File: src/rtl/hsv2rgb_pkg.sv
// ----------------------------------------------------------------------------
// hsv2rgb_pkg
// Types and constants for the HSV to RGB pixel converter.
// ----------------------------------------------------------------------------
`default_nettype none

package hsv2rgb_pkg;

  typedef struct packed {
    logic [8:0] hue;
    logic [6:0] saturation;
    logic [6:0] value;
  } hsv_pixel_t;

  typedef struct packed {
    logic [7:0] red;
    logic [7:0] green;
    logic [7:0] blue;
  } rgb_pixel_t;

  typedef enum logic [2:0] {
    SEC_RED_YELLOW    = 3'd0,
    SEC_YELLOW_GREEN  = 3'd1,
    SEC_GREEN_CYAN    = 3'd2,
    SEC_CYAN_BLUE     = 3'd3,
    SEC_BLUE_MAGENTA  = 3'd4,
    SEC_MAGENTA_RED   = 3'd5
  } sector_e;

  localparam logic [8:0]  HUE_FULL    = 9'd360;
  localparam logic [6:0]  PCT_MAX     = 7'd100;
  localparam logic [6:0]  SECTOR_DEG  = 7'd60;
  // 60 * 100: full scale of one term numerator before the value multiply
  localparam logic [12:0] TERM_FULL   = 13'd6000;
  // ceil(2^28 / 625); exact floor division for dividends below 2^18
  localparam logic [18:0] RECIP_625   = 19'd429497;
  localparam int          RECIP_SHIFT = 28;

endpackage

`default_nettype wire

File: src/rtl/hsv_to_rgb_converter_unit.sv
// ----------------------------------------------------------------------------
// hsv_to_rgb_converter_unit
// HSV (degrees, percent, percent) to 8-bit RGB, exact integer arithmetic.
// ----------------------------------------------------------------------------
// Throughput: one pixel per cycle; busy_o is never raised, the six-stage
// pipeline always advances.
// Reset clears the stage valid bits only; the datapath registers are not reset.
// ----------------------------------------------------------------------------
`default_nettype none

module hsv_to_rgb_converter_unit
  import hsv2rgb_pkg::*;
(
  input  wire logic       clk_i,
  input  wire logic       rst_ni,
  input  wire logic       start_i,
  input  wire hsv_pixel_t pixel_i,
  output logic            busy_o,
  output logic            result_valid_o,
  output rgb_pixel_t      pixel_o
);

  localparam int NumStages = 6;

  logic [NumStages-1:0] valid_q;
  logic                 accept;

  assign busy_o = 1'b0;
  assign accept = start_i && !busy_o;

  always_ff @(posedge clk_i or negedge rst_ni) begin
    if (!rst_ni) begin
      valid_q <= '0;
    end else begin
      valid_q <= {valid_q[NumStages-2:0], accept};
    end
  end

  assign result_valid_o = valid_q[NumStages-1];

  // Stage 1: hue wrap, percent clamps
  logic [8:0] s1_hue_d, s1_hue_q;
  logic [6:0] s1_sat_d, s1_sat_q;
  logic [6:0] s1_val_d, s1_val_q;

  always_comb begin
    s1_hue_d = (pixel_i.hue >= HUE_FULL) ? (pixel_i.hue - HUE_FULL) : pixel_i.hue;
    s1_sat_d = (pixel_i.saturation > PCT_MAX) ? PCT_MAX : pixel_i.saturation;
    s1_val_d = (pixel_i.value > PCT_MAX) ? PCT_MAX : pixel_i.value;
  end

  always_ff @(posedge clk_i) begin
    s1_hue_q <= s1_hue_d;
    s1_sat_q <= s1_sat_d;
    s1_val_q <= s1_val_d;
  end

  // Stage 2: sector and remainder in degrees
  sector_e    s2_sec_d, s2_sec_q;
  logic [8:0] s2_base;
  logic [8:0] s2_rem_full;
  logic [5:0] s2_rem_q;
  logic [6:0] s2_sat_q;
  logic [6:0] s2_val_q;

  always_comb begin
    if (s1_hue_q >= 9'd300) begin
      s2_sec_d = SEC_MAGENTA_RED;
      s2_base  = 9'd300;
    end else if (s1_hue_q >= 9'd240) begin
      s2_sec_d = SEC_BLUE_MAGENTA;
      s2_base  = 9'd240;
    end else if (s1_hue_q >= 9'd180) begin
      s2_sec_d = SEC_CYAN_BLUE;
      s2_base  = 9'd180;
    end else if (s1_hue_q >= 9'd120) begin
      s2_sec_d = SEC_GREEN_CYAN;
      s2_base  = 9'd120;
    end else if (s1_hue_q >= {2'b00, SECTOR_DEG}) begin
      s2_sec_d = SEC_YELLOW_GREEN;
      s2_base  = {2'b00, SECTOR_DEG};
    end else begin
      s2_sec_d = SEC_RED_YELLOW;
      s2_base  = 9'd0;
    end
    s2_rem_full = s1_hue_q - s2_base;
  end

  always_ff @(posedge clk_i) begin
    s2_sec_q <= s2_sec_d;
    s2_rem_q <= s2_rem_full[5:0];
    s2_sat_q <= s1_sat_q;
    s2_val_q <= s1_val_q;
  end

  // Stage 3: saturation products
  sector_e     s3_sec_q;
  logic [6:0]  s3_val_q;
  logic [12:0] s3_fall_d, s3_fall_q;   // rem * s
  logic [12:0] s3_rise_d, s3_rise_q;   // (60 - rem) * s
  logic [12:0] s3_flat_d, s3_flat_q;   // (100 - s) * 60
  logic [6:0]  s3_rem_c;
  logic [6:0]  s3_sat_c;

  always_comb begin
    s3_rem_c  = SECTOR_DEG - {1'b0, s2_rem_q};
    s3_sat_c  = PCT_MAX - s2_sat_q;
    s3_fall_d = {7'd0, s2_rem_q} * {6'd0, s2_sat_q};
    s3_rise_d = {6'd0, s3_rem_c} * {6'd0, s2_sat_q};
    s3_flat_d = {6'd0, s3_sat_c} * {6'd0, SECTOR_DEG};
  end

  always_ff @(posedge clk_i) begin
    s3_sec_q  <= s2_sec_q;
    s3_val_q  <= s2_val_q;
    s3_fall_q <= s3_fall_d;
    s3_rise_q <= s3_rise_d;
    s3_flat_q <= s3_flat_d;
  end

  // Stage 4: numerators over 600000
  sector_e     s4_sec_q;
  logic [19:0] s4_nv_q, s4_np_q, s4_nq_q, s4_nt_q;
  logic [12:0] s4_xq, s4_xt;

  always_comb begin
    s4_xq = TERM_FULL - s3_fall_q;
    s4_xt = TERM_FULL - s3_rise_q;
  end

  always_ff @(posedge clk_i) begin
    s4_sec_q <= s3_sec_q;
    s4_nv_q  <= {13'd0, s3_val_q} * {7'd0, TERM_FULL};
    s4_np_q  <= {13'd0, s3_val_q} * {7'd0, s3_flat_q};
    s4_nq_q  <= {13'd0, s3_val_q} * {7'd0, s4_xq};
    s4_nt_q  <= {13'd0, s3_val_q} * {7'd0, s4_xt};
  end

  // Stage 5: sector select, times 17, drop the power of two of 40000
  logic [19:0] s5_r, s5_g, s5_b;
  logic [24:0] s5_r17, s5_g17, s5_b17;
  logic [17:0] s5_r_q, s5_g_q, s5_b_q;

  always_comb begin
    case (s4_sec_q)
      SEC_RED_YELLOW: begin
        s5_r = s4_nv_q; s5_g = s4_nt_q; s5_b = s4_np_q;
      end
      SEC_YELLOW_GREEN: begin
        s5_r = s4_nq_q; s5_g = s4_nv_q; s5_b = s4_np_q;
      end
      SEC_GREEN_CYAN: begin
        s5_r = s4_np_q; s5_g = s4_nv_q; s5_b = s4_nt_q;
      end
      SEC_CYAN_BLUE: begin
        s5_r = s4_np_q; s5_g = s4_nq_q; s5_b = s4_nv_q;
      end
      SEC_BLUE_MAGENTA: begin
        s5_r = s4_nt_q; s5_g = s4_np_q; s5_b = s4_nv_q;
      end
      default: begin
        s5_r = s4_nv_q; s5_g = s4_np_q; s5_b = s4_nq_q;
      end
    endcase
    // n * 255 / 600000 == n * 17 / (64 * 625)
    s5_r17 = {1'b0, s5_r, 4'b0000} + {5'b00000, s5_r};
    s5_g17 = {1'b0, s5_g, 4'b0000} + {5'b00000, s5_g};
    s5_b17 = {1'b0, s5_b, 4'b0000} + {5'b00000, s5_b};
  end

  always_ff @(posedge clk_i) begin
    s5_r_q <= s5_r17[23:6];
    s5_g_q <= s5_g17[23:6];
    s5_b_q <= s5_b17[23:6];
  end

  // Stage 6: divide by 625 through the reciprocal, result register
  logic [36:0] s6_r_prod, s6_g_prod, s6_b_prod;
  rgb_pixel_t  pixel_q;

  always_comb begin
    s6_r_prod = {1'b0, s5_r_q} * {18'd0, RECIP_625};
    s6_g_prod = {1'b0, s5_g_q} * {18'd0, RECIP_625};
    s6_b_prod = {1'b0, s5_b_q} * {18'd0, RECIP_625};
  end

  always_ff @(posedge clk_i) begin
    pixel_q.red   <= s6_r_prod[RECIP_SHIFT+7:RECIP_SHIFT];
    pixel_q.green <= s6_g_prod[RECIP_SHIFT+7:RECIP_SHIFT];
    pixel_q.blue  <= s6_b_prod[RECIP_SHIFT+7:RECIP_SHIFT];
  end

  assign pixel_o = pixel_q;

endmodule

`default_nettype wire

File: config.mk
export PLATFORM = sky130hd
export DESIGN_NAME = hsv_to_rgb_converter_unit
export DESIGN_NICKNAME = d
export VERILOG_FILES = /design/src/rtl/hsv2rgb_pkg.sv /design/src/rtl/hsv_to_rgb_converter_unit.sv
export SDC_FILE = /design/constraint.sdc
export NUM_CORES = 2
export LEC_CHECK = 0
export BUFFER_PORTS_ARGS = -buffer_cell sky130_fd_sc_hd__buf_2
export CAP_MARGIN = 30
export CORE_MARGIN = 8
export CORE_UTILIZATION = 45
export DETAILED_ROUTE_END_ITERATION = 7
export PLACE_DENSITY_LB_ADDON = 0.12
export SYNTH_ARGS = -nofsm -noshare
export SYNTH_HDL_FRONTEND = slang
export SYNTH_SLANG_ARGS = --single-unit
export TNS_END_PERCENT = 10
File: constraint.sdc
create_clock -name clk_i -period 6.6 [get_ports clk_i]
set_input_delay 0.33 -clock clk_i [delete_from_list [all_inputs] [get_ports clk_i]]
set_output_delay 0.33 -clock clk_i [all_outputs]
set_load 0.005 [all_outputs]
* Word level (Yosys, flattened, before mapping)
Cells that the tools add are included.
** Operators by class
- $lt $le $gt $ge :: 8
- Multiply operators :: 10
- $add $sub $neg :: 9
- Eq/ne operators :: 4
- Reductions and logical operators :: 6
- Mux-type cells :: 13
** Operators with widths (number)
- $pmux W20 S3 :: 3
- $mul A18 B19 Y36 const B :: 3
- $add A24 B20 Y24 :: 3
- $mul A7 B13 Y20 :: 2
- $mux W6 :: 5
- $sub A13 B13 Y13 const A :: 2
- $ge A9 B8 Y1 const B :: 2
- $ge A9 B9 Y1 const B :: 2
- $mul A7 B11 Y18 :: 1
- $mul A7 B9 Y16 const B :: 1
- $gt A7 B7 Y1 const B :: 2
- $mul A6 B7 Y13 :: 1
- $mul A7 B7 Y13 :: 1
- $mul A7 B4 Y11 const B :: 1
- $reduce_or A2 Y1 :: 5
- $ge A9 B6 Y1 const B :: 1
- $ge A9 B7 Y1 const B :: 1
- $mux W9 :: 1
- $sub A9 B9 Y9 const B :: 1
- $sub A6 B6 Y7 const A :: 1
- $sub A7 B7 Y7 const A :: 1
- $eq A3 B2 Y1 const B :: 2
- $sub A6 B6 Y6 :: 1
- $mux W2 :: 2
- other kinds (4) :: 5
** Word-level totals
- Output and inout port bits :: 26
- Register bits :: 256
- Input bits :: 26

* Longest topological paths before layout
- Depth in word-level cells :: 7
- Depth in mapped cells :: 25
- Gate-level depth less buffers :: 24

* Least setup slack after synthesis
OpenSTA, ideal clock, no wires.
- Path type :: register to register
- From :: register, netlist name s3_rise_q[0]
- To :: register s4_nq_q[19]
- Cell stages (with the launch flop) :: 23
- Path slack :: 0.957 ns
- Library setup time :: 0.072 ns
- Data required time :: 6.528 ns
- Buffers on the path :: 1
- Period minus slack after synthesis :: 5.643 ns
- Data arrival time :: 5.571 ns
- Cell sequence :: dfxtp_1 -> clkbuf_1 -> nor4_1 -> nand2b_1 -> xor2_1 -> and2_1 -> fa_1 -> inv_1 -> fa_1 -> inv_1 -> fa_1 -> inv_1 -> fa_1 -> inv_1 -> ha_1 -> or4_1 -> o22ai_1 -> o21ai_1 -> o2111ai_1 -> nand3b_1 -> a21o_1 -> a21oi_1 -> xnor2_1
** RTL lines
- end signal: assignment :: RTL line hsv_to_rgb_converter_unit.sv:135 : s4_nq_q <= {13'd0, s3_val_q} * {7'd0, s4_xq};
- end: declaration :: RTL line hsv_to_rgb_converter_unit.sv:123 : logic [19:0] s4_nv_q, s4_np_q, s4_nq_q, s4_nt_q;

* Worst setup path after layout
- From :: register s3_rise_q[0]
- To :: register s4_nt_q[19]
** Between the ends
- Cells in the longest elaborated chain, start to end :: 2
** Ends and longest elaborated chain
- start: declaration :: RTL line hsv_to_rgb_converter_unit.sv:100 : logic [12:0] s3_rise_d, s3_rise_q;
- start signal: assignment :: RTL line hsv_to_rgb_converter_unit.sv:117 : s3_rise_q <= s3_rise_d;
- $sub A13 B13 Y13 :: RTL line hsv_to_rgb_converter_unit.sv:128 : s4_xt = TERM_FULL - s3_rise_q;
- $mul A7 B13 Y20 :: RTL line hsv_to_rgb_converter_unit.sv:136 : s4_nt_q <= {13'd0, s3_val_q} * {7'd0, s4_xt};
- end signal: assignment :: RTL line hsv_to_rgb_converter_unit.sv:136
- end: declaration :: RTL line hsv_to_rgb_converter_unit.sv:123
No other way between the ends.
A chain may end at the register's enable or synchronous reset.

==> summary.txt <==
Synth area leader: fa_1
Synth top area share: 30.8%
Max_cap viols: 0
GP Congestion: 0.897
Die span in x: 312 um
WHS Endpoint: s1_val_q[1]$_SDFF_PN0_
Dominant cells by area after synthesis: fa_1 (31%), ha_1 (22%), dfxtp_1 (13%)
Fin. Hold Viols: 0
Final Slew Violations: 0
I/O pin count: 52
Crit path required time: 7060 ps
Num rows: 108
CP Class: reg -> reg
Post-synthesis sequential area ratio: 12.9%
Crit. End Element: flop
Hold Crit Depth: 2
Rel. slew slack: 32.6%
GR Overflow Total: 0
Clk root buf: clkbuf_16
Setup repair bufs after CTS: 0
Bufs on Longest Clock Path: 3
Via Count: 26700
All-Layer GR Usage: 19.0%
Die H: 312 um
Post-synth ARST share: 2.38%
Flop-to-flop setup slack: 540 ps
Clock sinks: 252
Initial antenna violation count: 0
RR Endpoint: s4_nt_q[19]$_DFF_P_
Most common library cells after synthesis: inv_1 (915), ha_1 (699), fa_1 (605), dfxtp_1 (246), nand2_1 (238)
Drt initial violations: 1137
Die footprint: 0.0971 sq mm
First-pass GRT wire length: 151000 um
Port Buffer Count: 50
Setup TNS: 0 ps
Most used DFF post-synth: dfxtp_1
Number of enable flip-flop cells after synthesis: 0
Worst EP arrival: 6520 ps
Slew @ Worst Pin: 1000 ps
Most frequent cell after synthesis: inv_1
Synth unique cells: 79
FF+latch count, synth: 252
Cts bufs inserted: 36
HP Class: in -> reg
Reg2reg path depth: 20
Yosys warns: 0
Setup crit start kind: flop
Nets: 5530
Synth Area per Inst: 9.51 sq um
Drt total wl: 89500 um
Placed wire-length estimate: 75900 um
Worst-path fanout max: 8
Layout cells sized above 1: 4.87%
RSZ-0062 raised after global routing: no
Post-DRT Antenna Nets: 0
Reg clk slew, reported paths: 60 ps
Vias per std cell: 4.96
Syn Nets: 5467
Syn Inst Count: 4137
Initial Utilization: 45.3%
Final Skew: 49.5 ps
Mapped Area: 0.0393 sq mm
DRC viols: 0
CTS tree: yes
Crit share post-route: 91.7%
Area grow syn2layout: 7.89%
H-tree Lvls: 2
Fmax: 165 MHz
Clock latency on the worst-skew pair: 590 ps
Vias in the first global route: 28800
FF-to-FF Start: s3_rise_q[0]$_DFF_P_
Status: finished, final reports clean
# diodes: 0
Core footprint: 0.0868 sq mm
Final count of negative-setup-slack endpoints: 0
Post-route minimum period: 6060 ps
DR WL/cell: 16.6 um
Router iterations before antenna repair: 5
Largest net degree at the start of global routing: 61
Hold Startpoint: pixel_i[1]
cell families (layout without fill, tap and decap cells):
logic type | after synthesis | in the layout | synth area share, %
adder cells (fa/ha/maj) | 1305 | 1305 | 53.1
buffers and inverters | 996 | 1085 | 9.56
AND/OR/NAND/NOR | 818 | 818 | 10.2
AO/OA/AOI/OAI | 500 | 500 | 8.06
flip-flops | 252 | 252 | 12.9
XOR/XNOR | 192 | 192 | 4.28
multiplexers | 73 | 73 | 1.96
other | 1 | 1 | 0.00954
routing by layer:
metal	vias up	global-route usage, %	routed length, um
met5	-	0	0
met4	0	5.27	2490
met3	107	2.22	2790
met2	359	31.4	41300
met1	13000	26.2	42900
li1	13200	-	-
critical path, stage by stage, from the launching register on:
cell	delay (ps)
dfxtp_1	390
o41ai_1	690
nor2_1	200
o21ai_0	240
xor2_1	490
and2_1	230
fa_1	440
fa_1	510
fa_1	500
inv_1	50
fa_1	470
inv_1	40
ha_1	330
and4_1	220
and2_1	180
and3_1	180
o311ai_0	130
nand4_1	210
a31oi_1	210
o21bai_1	90
xnor2_1	120
state kept, by name, summed over array words and instances, names as in the netlist, 9 cells and up:
register / cells
s3_fall_q: 12
s3_flat_q: 11
s5_g_q: 18
s4_nt_q: 20
s4_np_q: 18
pixel_o: 24
s4_nq_q: 19
s4_nv_q: 16
s5_b_q: 18
s1_hue_q: 9
s5_r_q: 18
s3_rise_q: 13
worst max-delay path by stage:
stage	startpoint	endpoint	slack, ps	depth (start not counted)
after floorplan	s3_rise_q[0]$_DFF_P_	s4_nq_q[19]$_DFF_P_	960	22
after global placement	s3_rise_q[0]$_DFF_P_	s4_nt_q[19]$_DFF_P_	610	20
after detailed placement	s3_rise_q[0]$_DFF_P_	s4_nq_q[18]$_DFF_P_	470	21
after CTS	s3_rise_q[0]$_DFF_P_	s4_nq_q[18]$_DFF_P_	440	21
after global routing	s3_rise_q[0]$_DFF_P_	s4_nq_q[18]$_DFF_P_	10	20
final	s3_rise_q[0]$_DFF_P_	s4_nt_q[19]$_DFF_P_	540	20
metrics by stage:
step | util [%] | setup slack [ps] | cells | cell area (sq um) | hold slack [ps]
finish | 48.9 | 545 | 5381 | 42400 | 49.5
detailed placement | 47.2 | 470 | 5293 | 40900 | 156
global placement | 47.2 | 611 | 5293 | 40900 | 155
floorplan | - | 957 | 4137 | 39300 | 34.4
CTS | 48.9 | 436 | 5381 | 42400 | 6.98
global route | 48.9 | 13.1 | 5381 | 42400 | 29.5
cell usage in the layout, fill, tap and decap left out, types with 6 or more instances in the layout:
cell           Yosys  layout
o21ai_0          107     107
mux2_2            33      33
clkbuf_16          0      37
and4_1             6       6
mux2i_1           40      40
a21oi_1          151     151
o21bai_1          23      23
and3_1            12      12
nand2b_1          33      33
a211oi_1          18      18
a31oi_1           14      14
a21o_1            46      46
ha_1             699     699
o31ai_1            6       6
nor2_1           202     201
and2_1           143     143
inv_1            915     915
o21a_1            29      29
fa_1             605     605
nand3_1           35      35
buf_4              2      31
nor3_1            43      43
xnor2_1          133     132
dfxtp_1          246     243
a211o_1            6       6
dfrtp_1            6       6
o22ai_1           27      27
dlygate4sd3_1      0      24
buf_2              5      50
o211ai_1           6       6
or2_2              9       9
nand2_1          238     238
clkinv_2           0       6
xor2_1            59      59
nand4_1           12      12
or3_1             15      15
nor2b_1           45      45
area by class of cell:
type / instances / area (sq um)
tap: 1155 / 1450
timing repair buffer: 105 / 723
fill: 8315 / 44300
inverter: 916 / 3440
sequential: 252 / 5080
multi-input combinational: 2889 / 30500
clock inverter: 20 / 239
clock buffer: 44 / 1000
what timing repair did:
| action | CTS | global route |
|---|---|---|
| hold buffers | 24 | 0 |
| hold endpoints to repair | 29 | 0 |
| setup endpoints to repair | 0 | 1 |
| gates resized for setup | 0 | 1 |
Power is left out: the tool's default activity adds up to more than one toggle a clock period on the data nets, which glitch-free logic cannot reach.
